$ cat src/four_level_page_table_walker_core_defines.svh
// Assertion macros used by the page table walker core.
`ifndef FOUR_LEVEL_PAGE_TABLE_WALKER_CORE_DEFINES_SVH
`define FOUR_LEVEL_PAGE_TABLE_WALKER_CORE_DEFINES_SVH

`ifndef SYNTH
`define PTW_ASSERT(lbl, prop, msg) \
  lbl: assert property (@(posedge clk_i) disable iff (!rst_ni) prop) else $error(msg);
`define PTW_ASSERT_ALWAYS(lbl, prop, msg) \
  lbl: assert property (@(posedge clk_i) prop) else $error(msg);
`else
`define PTW_ASSERT(lbl, prop, msg)
`define PTW_ASSERT_ALWAYS(lbl, prop, msg)
`endif

`endif

$ cat src/ptw_pkg.sv
package ptw_pkg;

  localparam logic [63:0] ROOT_MASK  = 64'hffff_ffff_ffff_f000;
  localparam logic [63:0] ENTRY_MASK = 64'h7fff_ffff_ffff_f000;
  localparam int unsigned PRESENT_BIT = 0;
  localparam int unsigned LARGE_BIT   = 7;

  localparam int unsigned VA_W    = 48;
  localparam int unsigned DATA_W  = 64;
  localparam int unsigned FRAME_W = 51;

  localparam int unsigned IN_TDATA_W  = 112;
  localparam int unsigned OUT_TDATA_W = 120;

  localparam logic [1:0] LEVEL_TOP  = 2'd0;
  localparam logic [1:0] LEVEL_DIR  = 2'd2;
  localparam logic [1:0] LEVEL_LAST = 2'd3;

  typedef enum logic {
    MODE_TRANSLATE = 1'b0,
    MODE_RESPONSE  = 1'b1
  } mode_e;

  typedef enum logic {
    KIND_READ = 1'b0,
    KIND_DONE = 1'b1
  } kind_e;

  typedef struct packed {
    logic [1:0]      level;
    logic [VA_W-1:0] held_address;
    logic            busy;
  } walk_state_t;

  typedef struct packed {
    kind_e              kind;
    logic [DATA_W-1:0]  read_address;
    logic               mapped;
    logic               large_page;
    logic [FRAME_W-1:0] phys_frame;
  } walk_result_t;

endpackage

$ cat src/four_level_page_table_walker_core.sv
// Walks a four-level page table one step per request: a translate request
// issues the read of the top-level entry, and each read response either issues
// the next read or finishes the walk (not present, large page at level two,
// or final frame). A request may be accepted every cycle unless the result
// register is held by a stalled output; its result passes the input register
// and then the result register. The walk state register, updated as each
// request leaves the input register, carries the dependency from one request
// to the next. A response arriving while no walk is open is consumed without a
// result, and root_table_base should only be written while no walk is in progress.
`include "four_level_page_table_walker_core_defines.svh"

module four_level_page_table_walker_core (
  input  logic                                 clk_i,
  input  logic                                 rst_ni,
  input  logic                                 cfg_we_i,
  input  logic [ptw_pkg::DATA_W-1:0]           cfg_wdata_i,
  input  logic                                 s_axis_tvalid_i,
  output logic                                 s_axis_tready_o,
  // virtual_address [47:0], read_data [111:48]
  input  logic [ptw_pkg::IN_TDATA_W-1:0]       s_axis_tdata_i,
  // mode [0]
  input  logic                                 s_axis_tuser_i,
  output logic                                 m_axis_tvalid_o,
  input  logic                                 m_axis_tready_i,
  // read_address [63:0], mapped [64], large_page [65], phys_frame [116:66], zero [119:117]
  output logic [ptw_pkg::OUT_TDATA_W-1:0]      m_axis_tdata_o,
  // kind [0]
  output logic                                 m_axis_tuser_o
);
  import ptw_pkg::*;

  logic               in_valid_q, in_valid_d;
  mode_e              in_mode_q;
  logic [VA_W-1:0]    in_va_q;
  logic [DATA_W-1:0]  in_rd_q;
  logic [DATA_W-1:0]  root_q;
  walk_state_t        state_q, state_d;
  logic               out_valid_q, out_valid_d;
  walk_result_t       out_res_q;
  walk_result_t       step_res;
  logic               step_res_valid;
  logic               step_en;

  assign step_en         = in_valid_q && (!out_valid_q || m_axis_tready_i);
  assign s_axis_tready_o = !in_valid_q || step_en;

  ptw_step u_step (
    .mode_i            (in_mode_q),
    .virtual_address_i (in_va_q),
    .read_data_i       (in_rd_q),
    .root_table_base_i (root_q),
    .state_i           (state_q),
    .state_o           (state_d),
    .result_valid_o    (step_res_valid),
    .result_o          (step_res)
  );

  always_comb begin
    in_valid_d = in_valid_q;
    if (s_axis_tready_o) begin
      in_valid_d = s_axis_tvalid_i;
    end
    out_valid_d = out_valid_q;
    if (step_en) begin
      out_valid_d = step_res_valid;
    end else if (m_axis_tready_i) begin
      out_valid_d = 1'b0;
    end
  end

  always_ff @(posedge clk_i or negedge rst_ni) begin
    if (!rst_ni) begin
      in_valid_q  <= 1'b0;
      out_valid_q <= 1'b0;
      root_q      <= '0;
      state_q     <= '{level: LEVEL_TOP, held_address: '0, busy: 1'b0};
    end else begin
      in_valid_q  <= in_valid_d;
      out_valid_q <= out_valid_d;
      if (cfg_we_i) begin
        root_q <= cfg_wdata_i;
      end
      if (step_en) begin
        state_q <= state_d;
      end
    end
  end

  always_ff @(posedge clk_i) begin
    if (s_axis_tready_o && s_axis_tvalid_i) begin
      in_mode_q <= mode_e'(s_axis_tuser_i);
      in_va_q   <= s_axis_tdata_i[VA_W-1:0];
      in_rd_q   <= s_axis_tdata_i[VA_W+DATA_W-1:VA_W];
    end
    if (step_en && step_res_valid) begin
      out_res_q <= step_res;
    end
  end

  assign m_axis_tvalid_o = out_valid_q;
  assign m_axis_tuser_o  = out_res_q.kind;
  assign m_axis_tdata_o  = {3'd0, out_res_q.phys_frame, out_res_q.large_page,
                            out_res_q.mapped, out_res_q.read_address};

  `PTW_ASSERT(a_large_implies_mapped, m_axis_tvalid_o && out_res_q.large_page |-> out_res_q.mapped, "large page result without a mapping")
  `PTW_ASSERT(a_unmapped_frame_zero, m_axis_tvalid_o && out_res_q.kind == KIND_DONE && !out_res_q.mapped |-> out_res_q.phys_frame == '0, "unmapped result carries a frame")
  `PTW_ASSERT(a_read_fields_zero, m_axis_tvalid_o && out_res_q.kind == KIND_READ |-> !out_res_q.mapped && out_res_q.phys_frame == '0, "read request carries translation fields")
  `PTW_ASSERT(a_done_closes_walk, step_en && step_res_valid && step_res.kind == KIND_DONE |=> !state_q.busy, "walk still open after a finished translation")
  `PTW_ASSERT_ALWAYS(a_stall_only_when_full, !s_axis_tready_o |-> in_valid_q, "input stalled with an empty input register")

endmodule

$ cat src/ptw_step.sv
module ptw_step (
  input  ptw_pkg::mode_e                 mode_i,
  input  logic [ptw_pkg::VA_W-1:0]       virtual_address_i,
  input  logic [ptw_pkg::DATA_W-1:0]     read_data_i,
  input  logic [ptw_pkg::DATA_W-1:0]     root_table_base_i,
  input  ptw_pkg::walk_state_t           state_i,
  output ptw_pkg::walk_state_t           state_o,
  output logic                           result_valid_o,
  output ptw_pkg::walk_result_t          result_o
);
  import ptw_pkg::*;

  function automatic logic [DATA_W-1:0] entry_offset(input logic [1:0] lvl,
                                                      input logic [VA_W-1:0] va);
    logic [8:0] idx;
    case (lvl)
      2'd0: begin
        idx = va[47:39];
      end
      2'd1: begin
        idx = va[38:30];
      end
      2'd2: begin
        idx = va[29:21];
      end
      default: begin
        idx = va[20:12];
      end
    endcase
    return {52'd0, idx, 3'd0};
  endfunction

  logic [DATA_W-1:0] entry_base;
  logic [1:0]        next_level;

  assign entry_base = read_data_i & ENTRY_MASK;
  assign next_level = state_i.level + 2'd1;

  always_comb begin
    state_o        = state_i;
    result_valid_o = 1'b0;
    result_o       = '{kind: KIND_READ, read_address: '0, mapped: 1'b0,
                       large_page: 1'b0, phys_frame: '0};
    case (mode_i)
      MODE_TRANSLATE: begin
        state_o.held_address  = virtual_address_i;
        state_o.level         = LEVEL_TOP;
        state_o.busy          = 1'b1;
        result_valid_o        = 1'b1;
        result_o.read_address = (root_table_base_i & ROOT_MASK)
                                + entry_offset(LEVEL_TOP, virtual_address_i);
      end
      MODE_RESPONSE: begin
        if (state_i.busy) begin
          result_valid_o = 1'b1;
          if (!read_data_i[PRESENT_BIT]) begin
            state_o.busy  = 1'b0;
            result_o.kind = KIND_DONE;
          end else if ((state_i.level == LEVEL_DIR && read_data_i[LARGE_BIT])
                       || state_i.level == LEVEL_LAST) begin
            state_o.busy          = 1'b0;
            result_o.kind         = KIND_DONE;
            result_o.mapped       = 1'b1;
            result_o.large_page   = (state_i.level == LEVEL_DIR);
            result_o.phys_frame   = entry_base[62:12];
          end else begin
            state_o.level         = next_level;
            result_o.read_address = entry_base
                                    + entry_offset(next_level, state_i.held_address);
          end
        end
      end
      default: begin
        result_valid_o = 1'b0;
      end
    endcase
  end

endmodule
$ cat config.mk
export PLATFORM = sky130hd
export DESIGN_NAME = four_level_page_table_walker_core
export DESIGN_NICKNAME = d
export VERILOG_FILES = /design/src/ptw_pkg.sv /design/src/four_level_page_table_walker_core.sv /design/src/ptw_step.sv
export VERILOG_INCLUDE_DIRS = /design/src /design/src/src
export SDC_FILE = /design/constraint.sdc
export NUM_CORES = 1
export LEC_CHECK = 0
export BUFFER_PORTS_ARGS = -buffer_cell sky130_fd_sc_hd__clkbuf_2
export CAP_MARGIN = 0
export CORE_ASPECT_RATIO = 1.5
export CORE_MARGIN = 2
export CORE_UTILIZATION = 35
export CTS_CLUSTER_SIZE = 30
export DETAILED_ROUTE_END_ITERATION = 8
export MAX_ROUTING_LAYER = met4
export PLACE_DENSITY = 0.54
export RECOVER_POWER = 25
export SYNTH_ARGS = -nofsm -noshare
export SYNTH_HDL_FRONTEND = slang
export SYNTH_SLANG_ARGS = --single-unit
$ cat constraint.sdc
create_clock -name clk_i -period 20.2 [get_ports clk_i]
set_input_delay 3.03 -clock clk_i [delete_from_list [all_inputs] [get_ports clk_i]]
set_output_delay 3.03 -clock clk_i [all_outputs]
set_load 0.005 [all_outputs]
Yosys cells after proc, flatten, opt, wreduce, memory -nomap -nowiden
Index checks and enable logic that the tools add are counted.
{ "op_classes": {"addsub": 3, "n_mul": 0, "div": 0, "order_cmp": 0, "n_eq_ne": 7, "shifts": 0, "muxes": 25, "bitwise_logic": 1, "n_reduce_logical": 16} }
{ "op_table": {"columns": ["op", "n"], "rows": [
  ["$mux W117", 2],
  ["$pmux W64 S2", 1],
  ["$add A63 B12 Y64", 1],
  ["$add A64 B12 Y64", 1],
  ["$mux W64", 1],
  ["$mux W53", 1],
  ["$mux W9", 5],
  ["$pmux W9 S3", 1],
  ["$mux W1", 8],
  ["$reduce_and A4 Y1", 2],
  ["$eq A2 B2 Y1 const B", 3],
  ["$mux W2", 3],
  ["$logic_and A1 B1 Y1", 4],
  ["$ne A2 B1 Y1 const B", 2],
  ["$pmux W1 S2", 2],
  ["$pmux W2 S2", 1],
  ["$reduce_and A2 Y1", 2],
  ["$logic_or A1 B1 Y1", 3],
  ["$reduce_and A3 Y1", 1],
  ["$add A2 B1 Y2 const B", 1],
  ["$eq A2 B1 Y1 const B", 1],
  ["$logic_not A1 Y1", 2],
  ["$logic_not A2 Y1", 1],
  ["$ne A2 B2 Y1 const B", 1],
  ["other kinds (2)", 2]
]} }
{ "totals": {"regBits": 347, "latchBits": 0, "ram_bits": 0, "rom_bits": 0, "inputBits": 182, "out_inout_bits": 123, "mem_count": 0} }

Logic depth before layout (Yosys ltp)
{ "depth": {"word_depth": 12, "depth_mapped": 6} }

Hierarchy
Synthesis repeated with hierarchy kept, for this count alone.
{ "hier_totals": {"cells_unflattened": 705, "area_unflattened_um2": 13427.9} }
{ "modules_own_cells": {"columns": ["mod", "instances", "cells_per_inst", "area_per_inst_um2", "seq_area_each_um2"], "rows": [
  ["four_level_page_table_walker_core", 1, 488, 11538.6, 9864.5],
  ["ptw_step", 1, 217, 1889.3, 0.0]
]} }

Worst setup path before layout
Ideal clock, no wire load.
{ "synth_path": {"path_kind": "input -> register", "from": "input port m_axis_tready_i", "to": "register out_res_q, in the netlist m_axis_tdata_o[100], enable pin", "t_arrival_ns": 8.796, "path_slack_ns": 10.776, "stages": 3, "path_buffers": 0, "path_cell_list": "nand2b_1 nand2_1 a21oi_1"} }
{ "synth_via": {"elab_chain_len": 3} }
{ "synth_lines": {"columns": ["item", "line_no", "rtl"], "rows": [
  ["start: declaration", "four_level_page_table_walker_core.sv:24", "input logic m_axis_tready_i,"],
  ["$logic_or A1 B1 Y1", "four_level_page_table_walker_core.sv:44", "assign step_en = in_valid_q && (!out_valid_q || m_axis_tready_i);"],
  ["$logic_and A1 B1 Y1", "four_level_page_table_walker_core.sv:44", null],
  ["$logic_and A1 B1 Y1", "four_level_page_table_walker_core.sv:95", "if (step_en && step_res_valid) begin"],
  ["end signal: assignment", "four_level_page_table_walker_core.sv:96", "out_res_q <= step_res;"],
  ["end: declaration", "four_level_page_table_walker_core.sv:39", "walk_result_t out_res_q;"]
]} }
No other way between the ends.
A chain may end at the register's enable or synchronous reset.

Worst setup path in the final report
{ "layout_path": {"from": "input port m_axis_tready_i", "to": "output port s_axis_tready_o"} }
{ "layout_via": {"elab_chain_len": 3} }
{ "layout_lines": {"columns": ["item", "line_no", "rtl"], "rows": [
  ["$logic_or A1 B1 Y1", "four_level_page_table_walker_core.sv:44", null],
  ["$logic_and A1 B1 Y1", "four_level_page_table_walker_core.sv:44", null],
  ["$logic_or A1 B1 Y1", "four_level_page_table_walker_core.sv:45", "assign s_axis_tready_o = !in_valid_q || step_en;"],
  ["end: declaration", "four_level_page_table_walker_core.sv:18", "output logic s_axis_tready_o,"]
]} }
No other way between the ends.

==> results.sh <==
export IMPL_pwr_share_clk_pct=35.1
export IMPL_cap_violations=4
export IMPL_grt_usage_pct=15.7
export IMPL_via_per_inst=4.73
export IMPL_clock_tree_root_cell="clkbuf_16"
export IMPL_nNetsFinal=1060
export IMPL_cts_buffer_depth=3
export IMPL_p_per_area_nw_per_um2=112
export IMPL_crit_start="m_axis_tready_i"
export IMPL_die_h_um=222
export IMPL_outcome="complete, but fails checks"
export IMPL_yosysTopAreaCellShare_pct=55.6
export IMPL_die_area_um2=33100
export IMPL_setup_tns_ns=0
export IMPL_holdBufCountCts=0
export IMPL_synth_largest_area_cell="edfxtp_1"
export IMPL_fin_worst_skew_ns=0.0146
export IMPL_synthCells=600
export IMPL_synth_area_leaders="edfxtp_1 56%, dfrtp_1 21%, mux2_2 6.8%"
export IMPL_finalCritPeriodShare_pct=33.1
export IMPL_cp_end_kind="output port"
export IMPL_post_cts_buffers=0
export IMPL_r2r_setup_slack_ns=16.09
export IMPL_startpoint_type="primary input"
export IMPL_place_area_um2=12800
export IMPL_relSlewSlack_pct=-153
export IMPL_cp_data_required_time_ns=17.17
export IMPL_synth_seq_cells=298
export IMPL_syn_avg_cell_area_um2=18.4
export IMPL_switching_power_mw=0.376
export IMPL_layout_drive_gt1_share_pct=43.3
export IMPL_htree_levels=1
export IMPL_final_setup_viol_count=0
export IMPL_ant_nets=0
export IMPL_postLayoutCellArea_um2=13700
export IMPL_p_leak_nw=5.60
export IMPL_total_power_mw=1.54
export IMPL_cts_sinks=298
export IMPL_vias=6170
export IMPL_yosysWarningCount=0
export IMPL_intPower_mw=1.16
export IMPL_drtIter0Drc=277
export IMPL_hold_path_class="flip-flop to flip-flop"
export IMPL_core_area_um2=31100
export IMPL_syn_to_final_growth_pct=23.9
export IMPL_globalplace_congestion=0.764
export IMPL_ioPinCount=305
export IMPL_nFillCells=2807
export IMPL_max_freq_mhz=150
export IMPL_grt_setup_unrepaired="false"
export IMPL_combPwrFrac_pct=13.9
export IMPL_numCtsBuffers=29
export IMPL_cts_resized=0
export IMPL_path_max_fanout=5
export IMPL_min_to="state_q[27]"
export IMPL_firstDrtPassIters=4
export IMPL_violations="capacitance limit, slew limit"
export IMPL_ys_seq_area_share_pct=76.6
export IMPL_post_place_ws_ns=13.50
export IMPL_crit_type="primary input to output port"
export IMPL_grt_antenna_before_repair=5
export IMPL_wl_per_cell_um=19.4
export IMPL_grt_overflow=0
export IMPL_netlist_area_um2=11100
export IMPL_tightest_slew_ns=3.79
export IMPL_fp_dieW_um=149
export IMPL_timing_rr_end="state_q[49]"
export IMPL_hold_viol=0
export IMPL_min_path_cells=1
export IMPL_grt_pass1_vias=6580
export IMPL_rows=79
export IMPL_reg2regPathDepth=4
export IMPL_hpwl_mm=16.4
export IMPL_drt_total_wl_mm=25.3
export IMPL_worstHoldStart="in_va_q[26]"
export IMPL_clock_latency_ns=0.55
export IMPL_r2r_start="in_mode_q"
export IMPL_finalMaxSlewViolations=151
export IMPL_grt_pass1_wl_mm=38.4
export IMPL_clkTransAtPathRegs_ns=0.06
export IMPL_cts_tree="done"
export IMPL_ir_drop_uv=68.0
export IMPL_crit_arrival_ns=3.65
export IMPL_setup_ws_ns=13.52
export IMPL_start_util_pct=35.6
export IMPL_period_needed_ns=6.68
export IMPL_synth_cell_types=33
export IMPL_seqPwrFrac_pct=51.0
export IMPL_swShare_pct=24.5
export IMPL_port_buffers=263
export IMPL_drc_errors=0
export IMPL_grt_max_degree=72
-- worst max-delay path by stage --
stage | endpoint | slack [ns] | cells after the start
global route | s_axis_tready_o | 13.48 | 4
finish | s_axis_tready_o | 13.52 | 4
CTS | s_axis_tready_o | 13.50 | 4
floorplan | m_axis_tdata_o[100] | 10.78 | 3
global placement | s_axis_tready_o | 13.51 | 4
detailed placement | s_axis_tready_o | 13.50 | 4
-- routing by layer --
layer / GRT usage (%) / share of wire [%] / up-vias
met5: - / 0 / -
met4: 6.08 / 3.4 / 0
met3: 3.40 / 6.0 / 50
met2: 27.8 / 53 / 218
met1: 17.2 / 37 / 3080
li1: - / - / 2822
-- layout by cell type (no fill, tap or decap), types with 2 or more instances in the layout --
cell type,n
clkbuf_16,32
clkbuf_8,4
ha_1,6
conb_1,6
mux2_1,21
clkinv_2,4
diode_2,5
clkbuf_1,13
and2_0,33
a311oi_1,2
nand2_1,4
a211oi_1,3
dfrtp_1,93
a221o_1,2
and2_1,19
buf_4,8
a222oi_1,9
clkbuf_2,261
nand2b_1,2
a22o_1,60
inv_1,12
edfxtp_1,205
mux2_2,67
mux2i_1,9
-- power groups by stage --
stage | registers (mW) | clock network, mW | logic [mW]
6_report | 0.785 | 0.540 | 0.214
5_1_grt | 0.794 | 0.579 | 0.235
4_1_cts | 0.786 | 0.556 | 0.222
3_5_place_dp | 0.797 | 0 | 0.221
3_3_place_gp | 0.796 | 0 | 0.219
2_1_floorplan | 0.800 | 0 | 0.126
-- layout make-up --
class | instances | area, µm² | share of cell area, %
Antenna cell | 5 | 12.5 | 0.0913
Clock buffer | 46 | 893 | 6.52
Clock inverter | 7 | 66.3 | 0.484
Inverter | 14 | 52.6 | 0.383
Multi-Input combinational cell | 256 | 2310 | 16.9
Sequential cell | 298 | 8480 | 61.9
Tap cell | 405 | 507 | 3.70
Timing Repair Buffer | 273 | 1380 | 10.1
-- cells by family (layout without fill, tap and decap cells) --
kind of cell             after synthesis  after routing  share of synthesized area [%]
AO/OA/AOI/OAI                         80             80                           6.41
adder cells (fa/ha/maj)                6              6                          0.678
buffers and inverters                 51            340                           2.62
flip-flops                           298            298                           76.6
multiplexers                          97             97                           9.77
other                                  1             11                         0.0339
AND/OR/NAND/NOR                       67             67                           3.85
-- sequential cells by signal, summed over array words and instances, names as in the netlist --
signal / flops
m_axis_tvalid_o: 1
in_va_q: 36
in_valid_q: 1
m_axis_tdata_o: 114
m_axis_tuser_o: 1
state_q: 39
root_q: 52
in_rd_q: 53
in_mode_q: 1
-- worst max-delay path, cell delays in order --
cell and delay (ns):
clkbuf_2 0.09, nor2b_2 0.25, nand2_1 0.13, clkbuf_2 0.15
-- cell usage after synthesis --
cell and number:
mux2i_1 9, a21oi_1 2, o21ai_0 1, a22o_1 60
and2b_2 1, and3_1 1, nor2b_2 1, and2_1 53
nand2_1 4, nor4_1 1, nor3_1 1, buf_6 9
inv_1 13, buf_4 6, nor3_4 1, buf_2 7
inv_2 1, mux2_1 21, o22ai_1 1, a221o_1 2
nor2_2 1, dfrtp_1 93, mux2_2 67, nand3_2 1
nand2b_1 2, a222oi_1 9, a211oi_1 2, ha_1 6
clkbuf_1 15, a311oi_1 2, conb_1 1, a211oi_4 1
edfxtp_1 205
-- through the flow --
stage | util [%] | std cells | hold WS [ns]
6_report | 44.0 | 1304 | 0.458
5_1_grt | 44.0 | 1304 | 0.473
4_1_cts | 44.1 | 1299 | 0.463
3_5_place_dp | 41.0 | 1246 | 0.450
3_3_place_gp | 41.0 | 1246 | 0.443
2_1_floorplan | - | 605 | 0.439
(Power assumes the default switching activity.)
